## config.mk

```make
export PLATFORM = sky130hd
export DESIGN_NAME = gbn_ctrl
export DESIGN_NICKNAME = d
export VERILOG_FILES = /design/src/gbn_pkg.sv /design/src/gbn_ctrl.sv
export SDC_FILE = /design/constraint.sdc
export NUM_CORES = 1
export LEC_CHECK = 0
export BUFFER_PORTS_ARGS = -buffer_cell sky130_fd_sc_hd__buf_2
export CORE_AREA = 2 2 39 41
export CTS_CLUSTER_DIAMETER = 40
export DETAILED_ROUTE_END_ITERATION = 12
export DIE_AREA = 0 0 41 43
export HOLD_SLACK_MARGIN = 0.08
export PLACE_DENSITY_LB_ADDON = 0.08
export RECOVER_POWER = 100
export SYNTH_ARGS = -nofsm -noshare
export SYNTH_HDL_FRONTEND = slang
export SYNTH_SLANG_ARGS = --single-unit
```

## constraint.sdc

```tcl
create_clock -name clk_i -period 1.46 [get_ports clk_i]
set_input_delay 0.073 -clock clk_i [delete_from_list [all_inputs] [get_ports clk_i]]
set_output_delay 0.073 -clock clk_i [all_outputs]
set_load 0.05 [all_outputs]
```

## src/gbn_pkg.sv

```systemverilog
package gbn_pkg;

  localparam int CoordW     = 16;
  localparam int ScoreW     = 16;
  localparam int PickIdxW   = 6;
  localparam int CfgIdxW    = 2;
  localparam int CfgDataW   = 16;

  localparam logic [CfgIdxW-1:0] CFG_THRESHOLD = 2'd0;
  localparam logic [CfgIdxW-1:0] CFG_MODE      = 2'd1;

  localparam logic [CfgDataW-1:0] THR_RESET = 16'h8000;

  typedef struct packed {
    logic signed [CoordW-1:0] box_y2;
    logic signed [CoordW-1:0] box_x2;
    logic signed [CoordW-1:0] box_y1;
    logic signed [CoordW-1:0] box_x1;
  } corners_t;

  typedef struct packed {
    logic signed [CoordW-1:0] box_x1;
    logic signed [CoordW-1:0] box_y1;
    logic signed [CoordW-1:0] box_x2;
    logic signed [CoordW-1:0] box_y2;
    logic [ScoreW-1:0]        box_score;
    logic                     box_last;
  } box_in_t;

  typedef struct packed {
    logic [PickIdxW-1:0] picked_index;
    logic                picked_last;
    logic                overflow;
  } pick_out_t;

  // controller -> datapath
  typedef struct packed {
    logic load;
    logic pick_start;
    logic scan_clr;
    logic scan_pick;
    logic scan_supp;
    logic prep;
    logic emit;
    logic end_set;
  } cmd_t;

  // datapath -> controller
  typedef struct packed {
    logic scan_end;
    logic busy;
    logic any_left;
    logic out_free;
  } stat_t;

endpackage

```

## src/gbn_ctrl.sv

```systemverilog
module gbn_ctrl (
  input  logic          clk_i,
  input  logic          rst_ni,
  input  logic          in_valid_i,
  input  logic          in_last_i,
  output logic          in_ready_o,
  input  gbn_pkg::stat_t stat_i,
  output gbn_pkg::cmd_t  cmd_o
);
  import gbn_pkg::*;

  localparam logic [2:0] ST_LOAD       = 3'd0;
  localparam logic [2:0] ST_PICK       = 3'd1;
  localparam logic [2:0] ST_PICK_DRAIN = 3'd2;
  localparam logic [2:0] ST_PREP       = 3'd3;
  localparam logic [2:0] ST_SUPP       = 3'd4;
  localparam logic [2:0] ST_SUPP_DRAIN = 3'd5;
  localparam logic [2:0] ST_EMIT       = 3'd6;

  logic [2:0] state_q, state_d;

  always_comb begin
    cmd_o      = '0;
    in_ready_o = 1'b0;
    state_d    = state_q;
    unique case (state_q)
      ST_LOAD: begin
        in_ready_o = 1'b1;
        if (in_valid_i) begin
          cmd_o.load = 1'b1;
          if (in_last_i) begin
            cmd_o.scan_clr   = 1'b1;
            cmd_o.pick_start = 1'b1;
            state_d          = ST_PICK;
          end
        end
      end
      ST_PICK: begin
        cmd_o.scan_pick = 1'b1;
        if (stat_i.scan_end) begin
          state_d = ST_PICK_DRAIN;
        end
      end
      ST_PICK_DRAIN: begin
        if (!stat_i.busy) begin
          state_d = ST_PREP;
        end
      end
      ST_PREP: begin
        cmd_o.prep     = 1'b1;
        cmd_o.scan_clr = 1'b1;
        state_d        = ST_SUPP;
      end
      ST_SUPP: begin
        cmd_o.scan_supp = 1'b1;
        if (stat_i.scan_end) begin
          state_d = ST_SUPP_DRAIN;
        end
      end
      ST_SUPP_DRAIN: begin
        if (!stat_i.busy) begin
          state_d = ST_EMIT;
        end
      end
      ST_EMIT: begin
        if (stat_i.out_free) begin
          cmd_o.emit = 1'b1;
          if (stat_i.any_left) begin
            cmd_o.scan_clr   = 1'b1;
            cmd_o.pick_start = 1'b1;
            state_d          = ST_PICK;
          end else begin
            cmd_o.end_set = 1'b1;
            state_d       = ST_LOAD;
          end
        end
      end
      default: begin
        state_d = ST_LOAD;
      end
    endcase
  end

  always_ff @(posedge clk_i or negedge rst_ni) begin
    if (!rst_ni) begin
      state_q <= ST_LOAD;
    end else begin
      state_q <= state_d;
    end
  end

endmodule

```

==> flow_metrics.py <==
metrics = {
    "status": {
        "run_status": "finished clean",
    },
    "run": {
        "cap_violations": 0,
    },
    "yosys": {
        "mappedNetlistArea_um2": 280,
        "post_synth_main_area_contributors": "sky130_fd_sc_hd__dfrtp_1 (27%), sky130_fd_sc_hd__buf_6 (8.0%), sky130_fd_sc_hd__mux2i_1 (7.1%)",
        "synth.net_count": 43,
        "post_synth.cell_area_avg_um2": 8.01,
        "postSynthRegisterBits": 3,
        "synthDistinctLibCells": 21,
        "synth-warning-count": 0,
        "synthCells": 35,
        "synth_area_leader_cell": "sky130_fd_sc_hd__dfrtp_1",
        "synthDominantCellAreaShare_pct": 26.8,
        "yosysSeqAreaShare_pct": 26.8,
    },
    "sta": {
        "worst-slew-pin-transition_ns": 0.252,
        "report.final.setup_viol": 0,
        "final_report_max_slew_violation_count": 0,
        "max_slew_headroom_pct": 83.3,
        "clock.fmax_mhz": 705,
        "final.min_clock_period_ns": 1.42,
        "timing.final.hold_violations": 0,
        "layout_worst_path_cycle_share_pct": 97.1,
        "clock-skew-final_ns": 0.00436,
    },
    "routing": {
        "avgRoutedWirePerCell_um": 10.9,
        "detail_route.iter0.violations": 6,
        "postRouteAntennaNets": 0,
        "detail_route.wirelength_um": 840,
        "residual_drc": 0,
        "via_per_inst": 4.47,
        "via_count": 344,
        "first_pass_iters": 4,
    },
    "pwr": {
        "pwr-share-seq_pct": 17.0,
        "power.internal_mw": 0.584,
        "power.switching_fraction_pct": 51.6,
        "ir_drop_uv": 610,
        "p_comb_share_pct": 70.9,
        "fin_total_pwr_mw": 1.21,
        "static-leakage-power_nw": 0.277,
        "power.density_cell_area_nw_per_um2": 2260,
        "pwr-share-clk_pct": 12.2,
        "net-switching-power_mw": 0.622,
    },
    "hold_path": {
        "min-delay-path-class": "input port to flip-flop",
        "worstHoldStart": "stat_i[0]",
    },
    "grt": {
        "track_usage_pct": 9.84,
        "via_count_of_the_first_global_routing_pass": 289,
        "grt_remaining_overflow": 0,
        "grt_first_pass_wirelength_mm": 1.20,
        "grt_max_degree": 9,
        "antenna_found_initial": 0,
    },
    "cts": {
        "cts_tree": "built",
        "cts.htree.levels": 1,
        "clk_transition_reported_paths_ns": 0.04,
        "clock_sink_count": 3,
        "cts_inserted_buffers": 3,
        "worst_skew_pair.late_latency_ns": 0.23,
        "clk_path_buf_depth": 2,
        "clock_root_buffer": "sky130_fd_sc_hd__clkbuf_4",
    },
    "floorplan": {
        "die_x_um": 41,
        "floorplan.die.height_um": 43,
        "starting_utilization_of_the_core_area_pct": 20.3,
        "boundaryPins": 17,
        "core_area_um2": 1380,
        "floorplan.rows": 14,
        "design.die.area_um2": 1760,
    },
    "final_layout": {
        "layout-drive-gt1-share_pct": 65.6,
        "layout_commonest_cell": "sky130_fd_sc_hd__buf_2",
        "largest_register_ff_count": 3,
        "finish.cell_count_without_fillers": 77,
        "largest-register": "state_q",
        "num_antenna_cells": 0,
        "design.final.nets": 70,
        "reg_top3": "state_q x3",
        "syn2layout_area_growth_pct": 90.2,
        "final_cell_mix": "sky130_fd_sc_hd__buf_2 (10), sky130_fd_sc_hd__buf_4 (8), sky130_fd_sc_hd__clkbuf_4 (5)",
    },
    "placement": {
        "portBuffers": 16,
        "placed_insts": 68,
        "globalplace.congestion": 0.759,
        "hpwl_um": 615,
    },
    "worst_setup_path": {
        "timing.rr.start": "state_q[0]",
        "cp_data_arrival_time_ns": 1.34,
        "worst-setup-path-type": "flip-flop to output port",
        "worst_setup_path_end_kind": "output port",
        "worst-path-max-fanout": 5,
        "crit_path_start_kind": "flip-flop",
        "worstSetupStartpoint": "state_q[0]",
        "worst_ep_required_ns": 1.39,
    },
}
## critical path, stage by stage, from the launching register on
cell and delay (ns):
sky130_fd_sc_hd__dfrtp_2 0.44, sky130_fd_sc_hd__and4b_2 0.34, sky130_fd_sc_hd__nor2b_4 0.14, sky130_fd_sc_hd__buf_4 0.19
## per-stage QoR
stage               util (%)  cell area [µm²]  worst slack, ns  TNS (ns)  hold WS [ns]
CTS                     34.6              479          0.00475         0         0.151
finish                  38.5              533           0.0425         0         0.160
global placement        30.3              419           0.0859         0        -0.127
global route            38.5              533         -0.00923   -0.0148         0.184
detailed placement      30.3              419           0.0987         0        -0.126
floorplan                  -              319           -0.240    -0.466        -0.223
## per-layer routing
metal | track usage, % | share of wire [%] | routed length (µm) | vias up
met5 | 0 | 0 | 0 | -
met4 | 4.00 | 0 | 0 | 0
met3 | 3.14 | 6.3 | 53 | 0
met2 | 14.1 | 48 | 407 | 9
met1 | 13.2 | 45 | 380 | 158
li1 | - | - | - | 177
## logic make-up (layout without fill, tap and decap cells)
family          count (synthesis)  in the layout  synth area share (%)
compound gates                  6              6                  15.2
buf+inv                         6             32                  14.7
flops                           3              3                  26.8
mux                             2              2                  7.14
simple gates                   18             18                  36.2
## cell usage after synthesis (all sizes together)
| master | number |
|---|---|
| o21ai | 2 |
| nor3 | 2 |
| o2111ai | 1 |
| nor3b | 1 |
| and2 | 1 |
| a311o | 1 |
| nand4 | 1 |
| mux2i | 2 |
| or4b | 1 |
| and4b | 1 |
| a21boi | 1 |
| nand2 | 5 |
| nand2b | 1 |
| nor2 | 1 |
| nand3 | 3 |
| a21oi | 1 |
| inv | 3 |
| nor2b | 1 |
| buf | 3 |
| dfrtp | 3 |
## power by group through the flow
stage / clock [mW] / combinational (mW) / sequential [mW]
4_1_cts: 0.152 / 0.741 / 0.210
3_3_place_gp: 0 / 0.706 / 0.208
5_1_grt: 0.157 / 0.916 / 0.214
2_1_floorplan: 0 / 0.642 / 0.138
3_5_place_dp: 0 / 0.706 / 0.202
6_report: 0.147 / 0.855 / 0.205
## layout make-up
class | instances | area (µm²)
fill | 149 | 851
timing repair buffer | 25 | 176
clock buffer | 4 | 26.3
sequential | 3 | 78.8
tap | 16 | 20.0
inverter | 3 | 11.3
multi-input combinational | 26 | 220
## path summary, 6_finish.rpt
kind / cells after the start / to / slack, ns
worst max-delay path: 3 / cmd_o[0] / 0.04
worst min-delay path: 4 / state_q[2] / 0.16
worst max register to register: 4 / state_q[0] / 0.04
worst min register to register: 2 / state_q[2] / 0.58
max in group asynchronous: 2 / state_q[0] / 1.10
min in group asynchronous: 2 / state_q[1] / 0.18
## timing repair
action,in CTS,in global routing
pin swaps,0,3
cloned,0,0
endpoints found under the setup margin,4,2
hold buffers,1,0
endpoints found under the hold margin,3,0
gates resized for setup,10,6
setup buffers,0,4
Power figures use the tool's default switching activity.
